===== src/frqcd_pkg.sv =====
// ----------------------------------------------------------------------------
// frqcd_pkg
// Shared widths, codes and structs of the ready-queue CPU dispatcher.
// ----------------------------------------------------------------------------
`default_nettype none

package frqcd_pkg;

  localparam int MAX_CPUS      = 16;
  localparam int MAX_PROCESSES = 64;

  localparam int CPU_W   = $clog2(MAX_CPUS);
  localparam int PID_W   = $clog2(MAX_PROCESSES);
  localparam int CNT_W   = $clog2(MAX_PROCESSES + 1);
  localparam int OP_W    = 3;
  localparam int SLICE_W = 8;
  localparam int STATE_W = 2;
  localparam int PADDR_W = 3;
  localparam int PDATA_W = 32;

  localparam logic [PADDR_W-3:0] REG_SLICE = '0;

  localparam logic [STATE_W-1:0] ST_READY      = 2'd0;
  localparam logic [STATE_W-1:0] ST_RUNNING    = 2'd1;
  localparam logic [STATE_W-1:0] ST_WAITING    = 2'd2;
  localparam logic [STATE_W-1:0] ST_TERMINATED = 2'd3;

  typedef enum logic [OP_W-1:0] {
    OP_IDLE      = 3'd0,
    OP_PREEMPT   = 3'd1,
    OP_YIELD     = 3'd2,
    OP_TERMINATE = 3'd3,
    OP_WAKE      = 3'd4
  } op_t;

  typedef struct packed {
    logic             push;
    logic             pop;
    logic [PID_W-1:0] id;
  } ring_req_t;

  typedef struct packed {
    logic             empty;
    logic [CNT_W-1:0] count;
    logic [PID_W-1:0] pop_data;
  } ring_stat_t;

  typedef struct packed {
    logic             run_wr;
    logic [CPU_W-1:0] run_cpu;
    logic             run_valid;
    logic [PID_W-1:0] run_id;
    logic             mask_wr;
    logic [CPU_W-1:0] mask_idx;
    logic             mask_bit;
  } tbl_upd_t;

  typedef struct packed {
    logic             run_valid;
    logic [PID_W-1:0] run_id;
    logic             any_wait;
    logic [CPU_W-1:0] low_wait;
  } tbl_stat_t;

  typedef struct packed {
    logic [CPU_W-1:0]   target_cpu;
    logic               has_process;
    logic [PID_W-1:0]   dispatched_pid;
    logic [SLICE_W-1:0] granted_slice;
    logic               released_valid;
    logic [PID_W-1:0]   released_process;
    logic [STATE_W-1:0] released_state;
  } res_t;

endpackage

`default_nettype wire


===== src/frqcd_if.sv =====
// ----------------------------------------------------------------------------
// frqcd interfaces
// Event request channel and dispatch result channel, valid/ready handshake.
// ----------------------------------------------------------------------------
`default_nettype none

interface frqcd_evt_if;
  logic                           valid;
  logic                           ready;
  logic [frqcd_pkg::OP_W-1:0]     op;
  logic [frqcd_pkg::CPU_W-1:0]    cpu_index;
  logic [frqcd_pkg::PID_W-1:0]    woken_process;

  modport source (output valid, op, cpu_index, woken_process, input ready);
  modport sink   (input valid, op, cpu_index, woken_process, output ready);
endinterface

interface frqcd_dsp_if;
  logic                           valid;
  logic                           ready;
  logic [frqcd_pkg::CPU_W-1:0]    target_cpu;
  logic                           has_process;
  logic [frqcd_pkg::PID_W-1:0]    dispatched_pid;
  logic [frqcd_pkg::SLICE_W-1:0]  granted_slice;
  logic                           released_valid;
  logic [frqcd_pkg::PID_W-1:0]    released_process;
  logic [frqcd_pkg::STATE_W-1:0]  released_state;

  modport source (output valid, target_cpu, has_process, dispatched_pid, granted_slice,
                  released_valid, released_process, released_state, input ready);
  modport sink   (input valid, target_cpu, has_process, dispatched_pid, granted_slice,
                  released_valid, released_process, released_state, output ready);
endinterface

`default_nettype wire


===== src/frqcd_cfg.sv =====
// ----------------------------------------------------------------------------
// frqcd_cfg
// APB register port holding the time slice handed out with each dispatch.
// ----------------------------------------------------------------------------
`default_nettype none

module frqcd_cfg (
  input  logic                            clk,
  input  logic                            rst,
  input  logic                            psel,
  input  logic                            penable,
  input  logic                            pwrite,
  input  logic [frqcd_pkg::PADDR_W-1:0]   paddr,
  input  logic [frqcd_pkg::PDATA_W-1:0]   pwdata,
  output logic [frqcd_pkg::PDATA_W-1:0]   prdata,
  output logic                            pready,
  output logic [frqcd_pkg::SLICE_W-1:0]   slice_length
);

  logic hit;

  assign hit    = (paddr[frqcd_pkg::PADDR_W-1:2] == frqcd_pkg::REG_SLICE);
  assign pready = 1'b1;
  assign prdata = hit ? frqcd_pkg::PDATA_W'(slice_length) : '0;

  always_ff @(posedge clk) begin
    if (rst) begin
      slice_length <= '0;
    end else if (psel && penable && pwrite && pready && hit) begin
      slice_length <= pwdata[frqcd_pkg::SLICE_W-1:0];
    end
  end

endmodule

`default_nettype wire


===== src/frqcd_ring.sv =====
// ----------------------------------------------------------------------------
// frqcd_ring
// FIFO ring of ready process ids; registered read of the next head with
// write forwarding, so the head entry is at hand every cycle.
// ----------------------------------------------------------------------------
`default_nettype none

module frqcd_ring (
  input  logic                   clk,
  input  logic                   rst,
  input  frqcd_pkg::ring_req_t   req,
  output frqcd_pkg::ring_stat_t  stat
);

  localparam int PID_W = frqcd_pkg::PID_W;
  localparam int CNT_W = frqcd_pkg::CNT_W;
  localparam logic [CNT_W-1:0] DEPTH = CNT_W'(frqcd_pkg::MAX_PROCESSES);

  logic [PID_W-1:0] mem [frqcd_pkg::MAX_PROCESSES];
  logic [PID_W-1:0] head;
  logic [PID_W-1:0] head_next;
  logic [CNT_W-1:0] count;
  logic [CNT_W-1:0] count_next;
  logic [CNT_W-1:0] wr_sum;
  logic [PID_W-1:0] wr_addr;
  logic             push_ok;
  logic [PID_W-1:0] rd_q;
  logic             fwd;
  logic [PID_W-1:0] fwd_q;

  assign push_ok = req.push && (count != DEPTH);
  assign wr_sum  = CNT_W'(head) + count;
  assign wr_addr = (wr_sum >= DEPTH) ? PID_W'(wr_sum - DEPTH) : PID_W'(wr_sum);

  always_comb begin
    head_next = head;
    if (req.pop) begin
      head_next = (CNT_W'(head) == DEPTH - CNT_W'(1)) ? '0 : head + PID_W'(1);
    end
    count_next = count + CNT_W'(push_ok) - CNT_W'(req.pop);
  end

  always_ff @(posedge clk) begin
    if (rst) begin
      head  <= '0;
      count <= '0;
    end else begin
      head  <= head_next;
      count <= count_next;
    end
  end

  always_ff @(posedge clk) begin
    if (push_ok) begin
      mem[wr_addr] <= req.id;
    end
    rd_q  <= mem[head_next];
    fwd   <= push_ok && (wr_addr == head_next);
    fwd_q <= req.id;
  end

  // empty ring: a pop in the same cycle takes the id being pushed
  assign stat.empty    = (count == '0);
  assign stat.count    = count;
  assign stat.pop_data = stat.empty ? req.id : (fwd ? fwd_q : rd_q);

endmodule

`default_nettype wire


===== src/frqcd_cpu_tbl.sv =====
// ----------------------------------------------------------------------------
// frqcd_cpu_tbl
// Running process of each CPU and the mask of idle CPUs waiting for work,
// with a lowest-index pick over the mask.
// ----------------------------------------------------------------------------
`default_nettype none

module frqcd_cpu_tbl (
  input  logic                          clk,
  input  logic                          rst,
  input  logic [frqcd_pkg::CPU_W-1:0]   cpu_sel,
  input  frqcd_pkg::tbl_upd_t           upd,
  output frqcd_pkg::tbl_stat_t          stat
);

  localparam int NCPU  = frqcd_pkg::MAX_CPUS;
  localparam int CPU_W = frqcd_pkg::CPU_W;

  logic                       run_valid [NCPU];
  logic [frqcd_pkg::PID_W-1:0] run_id   [NCPU];
  logic [NCPU-1:0]            wait_mask;
  logic [CPU_W-1:0]           low;

  always_ff @(posedge clk) begin
    if (rst) begin
      for (int i = 0; i < NCPU; i++) begin
        run_valid[i] <= 1'b0;
      end
      wait_mask <= '0;
    end else begin
      if (upd.run_wr) begin
        run_valid[upd.run_cpu] <= upd.run_valid;
      end
      if (upd.mask_wr) begin
        wait_mask[upd.mask_idx] <= upd.mask_bit;
      end
    end
  end

  always_ff @(posedge clk) begin
    if (upd.run_wr) begin
      run_id[upd.run_cpu] <= upd.run_id;
    end
  end

  always_comb begin
    low = '0;
    for (int i = NCPU - 1; i >= 0; i--) begin
      if (wait_mask[i]) begin
        low = CPU_W'(i);
      end
    end
  end

  assign stat.run_valid = run_valid[cpu_sel];
  assign stat.run_id    = run_id[cpu_sel];
  assign stat.any_wait  = |wait_mask;
  assign stat.low_wait  = low;

endmodule

`default_nettype wire


===== src/fifo_ready_queue_cpu_dispatcher_unit.sv =====
// ----------------------------------------------------------------------------
// fifo_ready_queue_cpu_dispatcher_unit
// Round-robin ready-queue scheduler: takes CPU events and wake-ups, keeps a
// FIFO of ready process ids and issues context-switch dispatches.
//
//   channel   dir  handshake        payload
//   sched     in   valid / ready    op, cpu_index, woken_process
//   dispatch  out  valid / ready    target_cpu .. released_state
//   apb       in   psel / penable   slice_length at byte address 0
//
// one event per cycle while no result is held: an input register, decode
// against the ring and CPU table, then the result register
// the ring head is read from a registered RAM port with write forwarding
// synchronous reset clears the ring pointers, CPU table valid flags and waiting mask
// a held result stalls the event stage, and a full input register then
// holds off the next request
// ----------------------------------------------------------------------------
`default_nettype none

module fifo_ready_queue_cpu_dispatcher_unit (
  input  logic                           clk,
  input  logic                           rst,
  frqcd_evt_if.sink                      sched,
  frqcd_dsp_if.source                    dispatch,
  input  logic                           psel,
  input  logic                           penable,
  input  logic                           pwrite,
  input  logic [frqcd_pkg::PADDR_W-1:0]  paddr,
  input  logic [frqcd_pkg::PDATA_W-1:0]  pwdata,
  output logic [frqcd_pkg::PDATA_W-1:0]  prdata,
  output logic                           pready
);

  localparam int CNT_W = frqcd_pkg::CNT_W;

  logic [frqcd_pkg::SLICE_W-1:0] slice_length;

  logic                          s1_valid;
  frqcd_pkg::op_t                s1_op;
  logic [frqcd_pkg::CPU_W-1:0]   s1_cpu;
  logic [frqcd_pkg::PID_W-1:0]   s1_pid;

  logic                          fire;
  logic                          has_result;
  logic                          avail;
  logic                          res_valid;
  frqcd_pkg::res_t               res;
  frqcd_pkg::res_t               res_next;

  frqcd_pkg::ring_req_t          ring_req;
  frqcd_pkg::ring_stat_t         ring_st;
  frqcd_pkg::tbl_upd_t           tbl_upd;
  frqcd_pkg::tbl_stat_t          tbl_st;

  frqcd_cfg u_cfg (
    .clk          (clk),
    .rst          (rst),
    .psel         (psel),
    .penable      (penable),
    .pwrite       (pwrite),
    .paddr        (paddr),
    .pwdata       (pwdata),
    .prdata       (prdata),
    .pready       (pready),
    .slice_length (slice_length)
  );

  frqcd_ring u_ring (
    .clk  (clk),
    .rst  (rst),
    .req  (ring_req),
    .stat (ring_st)
  );

  frqcd_cpu_tbl u_tbl (
    .clk     (clk),
    .rst     (rst),
    .cpu_sel (s1_cpu),
    .upd     (tbl_upd),
    .stat    (tbl_st)
  );

  assign fire        = s1_valid && (!res_valid || dispatch.ready);
  assign sched.ready = !s1_valid || fire;

  always_ff @(posedge clk) begin
    if (rst) begin
      s1_valid <= 1'b0;
    end else if (sched.ready) begin
      s1_valid <= sched.valid;
    end
  end

  always_ff @(posedge clk) begin
    if (sched.valid && sched.ready) begin
      s1_op  <= frqcd_pkg::op_t'(sched.op);
      s1_cpu <= sched.cpu_index;
      s1_pid <= sched.woken_process;
    end
  end

  always_comb begin
    ring_req   = '0;
    tbl_upd    = '0;
    res_next   = '0;
    has_result = 1'b0;
    avail      = 1'b0;
    case (s1_op)
      frqcd_pkg::OP_WAKE: begin
        if (tbl_st.any_wait) begin
          tbl_upd.run_wr          = 1'b1;
          tbl_upd.run_cpu         = tbl_st.low_wait;
          tbl_upd.run_valid       = 1'b1;
          tbl_upd.run_id          = s1_pid;
          tbl_upd.mask_wr         = 1'b1;
          tbl_upd.mask_idx        = tbl_st.low_wait;
          tbl_upd.mask_bit        = 1'b0;
          has_result              = 1'b1;
          res_next.target_cpu     = tbl_st.low_wait;
          res_next.has_process    = 1'b1;
          res_next.dispatched_pid = s1_pid;
          res_next.granted_slice  = slice_length;
        end else begin
          ring_req.push = 1'b1;
          ring_req.id   = s1_pid;
        end
      end
      frqcd_pkg::OP_IDLE: begin
        tbl_upd.mask_wr  = 1'b1;
        tbl_upd.mask_idx = s1_cpu;
        tbl_upd.mask_bit = ring_st.empty;
        if (!ring_st.empty) begin
          ring_req.pop            = 1'b1;
          tbl_upd.run_wr          = 1'b1;
          tbl_upd.run_cpu         = s1_cpu;
          tbl_upd.run_valid       = 1'b1;
          tbl_upd.run_id          = ring_st.pop_data;
          has_result              = 1'b1;
          res_next.target_cpu     = s1_cpu;
          res_next.has_process    = 1'b1;
          res_next.dispatched_pid = ring_st.pop_data;
          res_next.granted_slice  = slice_length;
        end
      end
      frqcd_pkg::OP_PREEMPT, frqcd_pkg::OP_YIELD, frqcd_pkg::OP_TERMINATE: begin
        tbl_upd.mask_wr  = 1'b1;
        tbl_upd.mask_idx = s1_cpu;
        tbl_upd.mask_bit = 1'b0;
        // preempted process rejoins the tail before the head is taken
        ring_req.push    = tbl_st.run_valid && (s1_op == frqcd_pkg::OP_PREEMPT);
        ring_req.id      = tbl_st.run_id;
        avail            = !ring_st.empty || ring_req.push;
        ring_req.pop     = avail;
        tbl_upd.run_wr   = 1'b1;
        tbl_upd.run_cpu  = s1_cpu;
        tbl_upd.run_valid = avail;
        tbl_upd.run_id   = ring_st.pop_data;
        has_result       = 1'b1;
        res_next.target_cpu     = s1_cpu;
        res_next.has_process    = avail;
        res_next.dispatched_pid = avail ? ring_st.pop_data : '0;
        res_next.granted_slice  = avail ? slice_length : '0;
        res_next.released_valid = tbl_st.run_valid;
        if (tbl_st.run_valid) begin
          res_next.released_process = tbl_st.run_id;
          case (s1_op)
            frqcd_pkg::OP_PREEMPT: res_next.released_state = frqcd_pkg::ST_READY;
            frqcd_pkg::OP_YIELD:   res_next.released_state = frqcd_pkg::ST_WAITING;
            default:               res_next.released_state = frqcd_pkg::ST_TERMINATED;
          endcase
        end
      end
      default: begin
        has_result = 1'b0;
      end
    endcase
    if (!fire) begin
      ring_req.push   = 1'b0;
      ring_req.pop    = 1'b0;
      tbl_upd.run_wr  = 1'b0;
      tbl_upd.mask_wr = 1'b0;
    end
  end

  always_ff @(posedge clk) begin
    if (rst) begin
      res_valid <= 1'b0;
    end else if (fire) begin
      res_valid <= has_result;
    end else if (dispatch.ready) begin
      res_valid <= 1'b0;
    end
  end

  always_ff @(posedge clk) begin
    if (fire) begin
      res <= res_next;
    end
  end

  assign dispatch.valid            = res_valid;
  assign dispatch.target_cpu       = res.target_cpu;
  assign dispatch.has_process      = res.has_process;
  assign dispatch.dispatched_pid   = res.dispatched_pid;
  assign dispatch.granted_slice    = res.granted_slice;
  assign dispatch.released_valid   = res.released_valid;
  assign dispatch.released_process = res.released_process;
  assign dispatch.released_state   = res.released_state;

`ifndef SYNTHESIS
  a_ring_bound: assert property (@(posedge clk) disable iff (rst)
    ring_st.count <= CNT_W'(frqcd_pkg::MAX_PROCESSES))
    else $error("ring count above depth");

  a_ring_step: assert property (@(posedge clk) disable iff (rst)
    (ring_st.count == $past(ring_st.count)) ||
    (ring_st.count == $past(ring_st.count) + CNT_W'(1)) ||
    (ring_st.count == $past(ring_st.count) - CNT_W'(1)))
    else $error("ring count moved by more than one");

  a_result_loaded: assert property (@(posedge clk) disable iff (rst)
    fire && has_result |=> res_valid)
    else $error("processed event lost its result");

  a_idle_fields: assert property (@(posedge clk) disable iff (rst)
    res_valid && !res.has_process |->
      (res.dispatched_pid == '0) && (res.granted_slice == '0))
    else $error("idle dispatch carries process fields");
`endif

endmodule

`default_nettype wire

===== src/flat_wrapper.sv =====
// flat-port wrapper written by rule: the top's interface ports become plain ports
module fifo_ready_queue_cpu_dispatcher_unit_flat 
  (clk, rst, psel, penable, pwrite, paddr, pwdata, prdata, pready, sched_valid, sched_op, sched_cpu_index, sched_woken_process, sched_ready, dispatch_valid, dispatch_target_cpu, dispatch_has_process, dispatch_dispatched_pid, dispatch_granted_slice, dispatch_released_valid, dispatch_released_process, dispatch_released_state, dispatch_ready);
  frqcd_evt_if sched_i ();
  frqcd_dsp_if dispatch_i ();
  input  logic clk;
  input  logic rst;
  input  logic psel;
  input  logic penable;
  input  logic pwrite;
  input  logic [frqcd_pkg::PADDR_W-1:0] paddr;
  input  logic [frqcd_pkg::PDATA_W-1:0] pwdata;
  output logic [frqcd_pkg::PDATA_W-1:0] prdata;
  output logic pready;
  input wire logic [$bits(sched_i.valid)-1:0] sched_valid;
  input wire logic [$bits(sched_i.op)-1:0] sched_op;
  input wire logic [$bits(sched_i.cpu_index)-1:0] sched_cpu_index;
  input wire logic [$bits(sched_i.woken_process)-1:0] sched_woken_process;
  output wire logic [$bits(sched_i.ready)-1:0] sched_ready;
  output wire logic [$bits(dispatch_i.valid)-1:0] dispatch_valid;
  output wire logic [$bits(dispatch_i.target_cpu)-1:0] dispatch_target_cpu;
  output wire logic [$bits(dispatch_i.has_process)-1:0] dispatch_has_process;
  output wire logic [$bits(dispatch_i.dispatched_pid)-1:0] dispatch_dispatched_pid;
  output wire logic [$bits(dispatch_i.granted_slice)-1:0] dispatch_granted_slice;
  output wire logic [$bits(dispatch_i.released_valid)-1:0] dispatch_released_valid;
  output wire logic [$bits(dispatch_i.released_process)-1:0] dispatch_released_process;
  output wire logic [$bits(dispatch_i.released_state)-1:0] dispatch_released_state;
  input wire logic [$bits(dispatch_i.ready)-1:0] dispatch_ready;
  assign sched_i.valid = sched_valid;
  assign sched_i.op = sched_op;
  assign sched_i.cpu_index = sched_cpu_index;
  assign sched_i.woken_process = sched_woken_process;
  assign sched_ready = sched_i.ready;
  assign dispatch_valid = dispatch_i.valid;
  assign dispatch_target_cpu = dispatch_i.target_cpu;
  assign dispatch_has_process = dispatch_i.has_process;
  assign dispatch_dispatched_pid = dispatch_i.dispatched_pid;
  assign dispatch_granted_slice = dispatch_i.granted_slice;
  assign dispatch_released_valid = dispatch_i.released_valid;
  assign dispatch_released_process = dispatch_i.released_process;
  assign dispatch_released_state = dispatch_i.released_state;
  assign dispatch_i.ready = dispatch_ready;
  fifo_ready_queue_cpu_dispatcher_unit u_core (.clk(clk), .rst(rst), .sched(sched_i), .dispatch(dispatch_i), .psel(psel), .penable(penable), .pwrite(pwrite), .paddr(paddr), .pwdata(pwdata), .prdata(prdata), .pready(pready));
endmodule

===== config.mk =====
export PLATFORM = sky130hd
export DESIGN_NAME = fifo_ready_queue_cpu_dispatcher_unit_flat
export DESIGN_NICKNAME = d
export VERILOG_FILES = /design/src/frqcd_pkg.sv /design/src/frqcd_if.sv /design/src/frqcd_cfg.sv /design/src/frqcd_ring.sv /design/src/frqcd_cpu_tbl.sv /design/src/fifo_ready_queue_cpu_dispatcher_unit.sv /design/src/flat_wrapper.sv
export SDC_FILE = /design/constraint.sdc
export NUM_CORES = 1
export LEC_CHECK = 0
export BUFFER_PORTS_ARGS = -buffer_cell sky130_fd_sc_hd__buf_2
export CAP_MARGIN = 30
export CORE_MARGIN = 1.5
export CORE_UTILIZATION = 55
export DETAILED_ROUTE_END_ITERATION = 8
export PLACE_DENSITY = 0.76
export SLEW_MARGIN = 40
export SYNTH_ARGS = -nofsm -noshare
export SYNTH_HDL_FRONTEND = slang
export SYNTH_SLANG_ARGS = --single-unit

===== constraint.sdc =====
create_clock -name clk -period 4.9 [get_ports clk]
set_input_delay 0.49 -clock clk [delete_from_list [all_inputs] [get_ports clk]]
set_output_delay 0.49 -clock clk [all_outputs]
set_load 0.02 [all_outputs]

==> impl_metrics.ini, run 1 <==
[finish]
final_common_cell = edfxtp_1
fillers = 3255
finish.utilization_pct = 62.5
fin_nets = 2012
mostFrequentLayoutCells = edfxtp_1 (537), nand2_1 (314), nor2_1 (175)
syn2layout_area_growth_pct = 11.6
layout-drive-gt1-share_pct = 13.8
diodes = 0

[detailed_routing]
wl_mm = 58.2
drtIter0Drc = 1929
antenna_left = 0
viasPerCell = 6.09
vias = 15700
avgRoutedWirePerCell_um = 22.6
drt-pass1-iter-count = 6
drc_errors = 0

[timing]
finalClockSkew_ps = 19.5
worstMarginPinSlew_ps = 855
drv_slew = 0
rsz0062_at_grt = false
period_minus_slack_ps = 4380
relSlewSlack_pct = 42.7
finalSetupViolations = 0
hold_viol = 0
tns_ps = 0
fmax_mhz = 228
worst_slack_ps = 521
timing.final.crit_share_pct = 89.4
holdWs_ps = 56.6

[synthesis]
syn_area_per_cell_um2 = 13.4
yosysSeqAreaShare_pct = 69.2
synth_cells = 1862
synthFlopType = edfxtp_1
syn_area_um2 = 24900
ys_warn_count = 0
synth_edf_count = 537
yosys.cell_types.count = 73
synth-seq-cells = 593
ys_async_sr_fraction_pct = 0

[clock_network]
clock_sinks = 593
cts_buffers = 58
root_buffer = clkbuf_16
insertion_delay_ps = 620
clock_path_buffers = 3
cts.clk_slew.worst_paths_ps = 60
ctsHtreeMaxLevel = 2
hold_buffers = 0
post_cts_buffers = 0
tritoncts = built
cts_resized = 0

[critical_path]
reg2regPathDepth = 11
start_kind = flip-flop
cp_data_arrival_time_ps = 4940
path_max_fanout = 39
crit_buf_inv = 2
path_class = flip-flop to flip-flop
cp_slowest_cell = a2111oi_0
cp-end-kind = flip-flop
worstPathCellList = inv_1 > nand3_1 > o22ai_1 > o32a_2 > buf_12 > nand2_1 > and3_1 > a311oi_1 > a31oi_1 > a2111oi_0 > or4_1
cp_slowest_stage_delay_ps = 780
cp_num_cells = 11
crit_required_ps = 5460
path_delay_family = compound AO/OA/AOI/OAI gates

[floorplan]
coreArea_um2 = 44500
die_h_um = 216
dieArea_um2 = 46600
io-pin-count = 118
row_count = 77
fp.dieW_um = 216
initial_utilization_pct = 56.0

[flow_run]
drv_cap = 0

[run_status]
status = complete, no violations

[global_routing]
grt_pass1_wl_mm = 89.0
track_usage_pct = 25.0
grt_pass1_vias = 15200
grt_antenna_before_repair = 0
grt_max_degree = 66
overflow = 0

[power_and_ir_drop]
p_total_uw = 11800
p_leak_uw = 0.00957
p_per_area_nw_per_um2 = 424
ir_worst_vdd_mv = 0.392

[placement]
portBuffers = 66
routabilityCongestion = 0.899
dp_worst_setup_slack_ps = 677
hpwl_mm = 36.2

[worst_hold_path]
min_path_cells = 1
hold_path.class = primary input to flip-flop
==> layout make-up <==
cell class / count / area [µm²] / area share, %
Tap cell: 592 / 741 / 2.66
Multi-Input combinational cell: 1136 / 7060 / 25.4
Clock buffer: 66 / 1560 / 5.59
Sequential cell: 593 / 17200 / 62.0
Inverter: 37 / 144 / 0.517
Timing Repair Buffer: 114 / 756 / 2.72
Clock inverter: 42 / 319 / 1.15
==> synth_stat cells, types with 18 or more instances <==
cell	n	area (µm²)
edfxtp_1	537	16100
nand2_1	314	1180
nor2_1	176	661
a21oi_1	82	410
nand3_1	82	410
mux2i_1	71	711
dfxtp_1	56	1120
clkbuf_1	45	169
inv_1	36	135
nor2b_1	35	219
mux4_2	34	766
buf_4	31	233
buf_2	30	150
a21o_1	21	158
a311oi_1	21	184
a31oi_1	19	119
a32oi_1	19	166
o21ai_0	18	90.1
==> cell families (layout without fill, tap and decap cells) <==
kind of cell	count (synthesis)	in the layout	share of synthesized area, %
flops	593	593	69.2
other cells	2	25	0.0301
fa+ha+maj	17	17	0.914
buf+inv	156	259	3.09
xor+xnor	18	18	0.633
compound gates	287	287	8.09
mux	115	115	6.38
simple gates	674	674	11.7
==> sequential cells by signal, summed over array words and instances, names as in the netlist, 7 cells and up, named ones only <==
| name | flops |
|---|---|
| u_core.dispatch.granted_slice | 8 |
| u_core.u_tbl.run_id | 96 |
| u_core.u_tbl.run_valid | 16 |
| u_core.u_ring.mem | 384 |
| u_core.u_ring.count | 7 |
| u_core.u_tbl.wait_mask | 16 |
| u_core.u_cfg.slice_length | 8 |
==> metrics by stage <==
stage          instances  cell area (µm²)
3_5_place_dp        2472            25900
3_3_place_gp        2472            25900
5_1_grt             2580            27800
4_1_cts             2580            27800
6_report            2580            27800
2_1_floorplan       1885            25000
==> layer usage <==
layer / vias up / part of all wire (%) / track usage (%)
li1: 7061 / - / -
met1: 7692 / 40 / 34.2
met2: 834 / 49 / 41.0
met3: 116 / 8.7 / 3.90
met4: 0 / 2.9 / 8.58
met5: - / 0 / 0
==> power by group <==
part           internal [µW]  leakage [µW]  total (µW)  switching, µW
Sequential              5740       0.00542        5800           61.9
Combinational            552       0.00324        1670           1120
Clock                   2440      0.000917        4340           1900
==> worst paths after layout <==
| check | from | slack (ps) | endpoint |
|---|---|---|---|
| worst min register to register | u_core.u_cfg.slice_length[6]$_SDFFE_PP0P_ | 470 | u_core.u_cfg.slice_length[6]$_SDFFE_PP0P_ |
| worst min-delay path | sched_woken_process[5] | 60 | u_core.s1_pid[5]$_DFFE_PP_ |
| worst max register to register | u_core.s1_op[2]$_DFFE_PP_ | 520 | u_core.u_ring.rd_q[4]$_DFF_P_ |
| worst max-delay path | u_core.s1_op[2]$_DFFE_PP_ | 520 | u_core.u_ring.rd_q[4]$_DFF_P_ |
(Power assumes the default switching activity.)
==> run 2: changes to the inputs <==
Settings changed: CELL_PAD_IN_SITES_DETAIL_PLACEMENT set to 1, CELL_PAD_IN_SITES_GLOBAL_PLACEMENT set to 1, CORE_UTILIZATION 55 to 51, PLACE_DENSITY 0.76 to 0.82.
==> run 2 against run 1 <==
  * Cell count increased by 0.81%
  * Largest power group unchanged
  * Via count increased by 4.6%
  * Combinational power increased by 5%
  * Power increased by 2.2%
  * Critical path type unchanged
  * Global-route usage increased by 3.2 points
  * Wire length increased by 20%
  * Clock-buffer cell count increased by 4
==> impl_metrics.ini, run 2 (synthesis results as in run 1) <==
[critical_path]
cp-end-kind = flip-flop
cp_data_arrival_time_ps = 4860
crit_required_ps = 5470
start_kind = flip-flop
path_max_fanout = 18
path_class = flip-flop to flip-flop

[finish]
largest_reg_flops = 384
top_register = u_core.u_ring.mem
final_common_cell = edfxtp_1
fin_nets = 2018
layout-drive-gt1-share_pct = 13.7
mostFrequentLayoutCells = edfxtp_1 (537), nand2_1 (314), nor2_1 (176)
finish.utilization_pct = 58.2
fin_area_um2 = 27900
reg.largest.list = u_core.u_ring.mem: 384 flops, u_core.u_tbl.run_id: 96 flops
syn2layout_area_growth_pct = 11.9
diodes = 0

[placement]
hpwl_mm = 43.5
portBuffers = 66
placed_cell_area_um2 = 26000
routabilityCongestion = 0.859
dp_worst_setup_slack_ps = 785

[global_routing]
grt_pass1_vias = 17200
track_usage_pct = 28.2
grt_pass1_wl_mm = 106
overflow = 0
grt_max_degree = 69
grt_antenna_before_repair = 1

[detailed_routing]
avgRoutedWirePerCell_um = 26.9
wl_mm = 69.9
drtIter0Drc = 1696
antenna_left = 0
drc_errors = 0
drt-pass1-iter-count = 5
viasPerCell = 6.31
vias = 16400

[timing]
fmax_mhz = 233
finalClockSkew_ps = 19.1
drv_slew = 0
tns_ps = 0
holdWs_ps = 36.5
worst_slack_ps = 614
hold_viol = 0
period_minus_slack_ps = 4290
worstMarginPinSlew_ps = 960
relSlewSlack_pct = 35.8
rsz0062_at_grt = false
finalSetupViolations = 0
timing.final.crit_share_pct = 87.5

[clock_network]
insertion_delay_ps = 640
tritoncts = built
post_cts_buffers = 0
cts_resized = 0
clock_path_buffers = 3
hold_buffers = 0
ctsHtreeMaxLevel = 2
root_buffer = clkbuf_16
cts_buffers = 57
cts.clk_slew.worst_paths_ps = 70
clock_sinks = 593

[floorplan]
initial_utilization_pct = 52.0
die_h_um = 224
dieArea_um2 = 50200
coreArea_um2 = 47900
fp.dieW_um = 224
io-pin-count = 118
row_count = 80

[power_and_ir_drop]
ir_worst_vdd_mv = 0.285
p_leak_uw = 0.00960
p_per_area_nw_per_um2 = 433

[worst_hold_path]
hold_path.class = primary input to flip-flop

[run_status]
status = complete, no violations

[flow_run]
drv_cap = 0
==> run 2: per-stage QoR <==
step	instances	power (µW)
after floorplan	1885	7020
after global placement	2500	7500
after detailed placement	2502	7600
after CTS	2601	12100
after global routing	2601	12400
final	2601	12100
==> run 2: worst paths after layout <==
kind	startpoint	end	slack, ps	cells after the start
hold / removal	sched_woken_process[1]	u_core.s1_pid[1]$_DFFE_PP_	40	1
hold reg to reg	u_core.u_cfg.slice_length[4]$_SDFFE_PP0P_	u_core.u_cfg.slice_length[4]$_SDFFE_PP0P_	460	2
setup / recovery	flip-flop	u_core.u_ring.rd_q[4]$_DFF_P_	610	9
setup reg to reg	flip-flop	u_core.u_ring.rd_q[4]$_DFF_P_	610	9
==> run 2: power breakdown <==
group / switching, µW / leakage [µW] / internal (µW)
registers: 69.3 / 0.00542 / 5740
clock network: 1920 / 0.000921 / 2590
logic: 1200 / 0.00326 / 550
==> run 2: area by class of cell <==
class / count / area [µm²]
Inverter: 37 / 144
Tap cell: 615 / 769
Fill cell: 4655 / 20100
Sequential cell: 593 / 17200
Multi-Input combinational cell: 1136 / 7060
Clock buffer: 70 / 1540
Clock inverter: 29 / 338
Timing Repair Buffer: 121 / 795
==> run 2: worst max-delay path: stages (launching register included) <==
cell and delay [ps]:
dfxtp_2 510, mux2i_1 160, mux4_2 550, o221a_1 460, o31ai_4 390, and2_2 570
buf_4 280, mux4_2 320, a2111oi_0 770, or4_1 200
==> run 2: layer usage <==
layer	global-route usage, %	share of wire, %	vias up
li1	-	-	7057
met1	37.0	40	8395
met2	47.1	49	808
met3	5.21	8.0	162
met4	10.2	3.1	2
met5	0	0.019	-
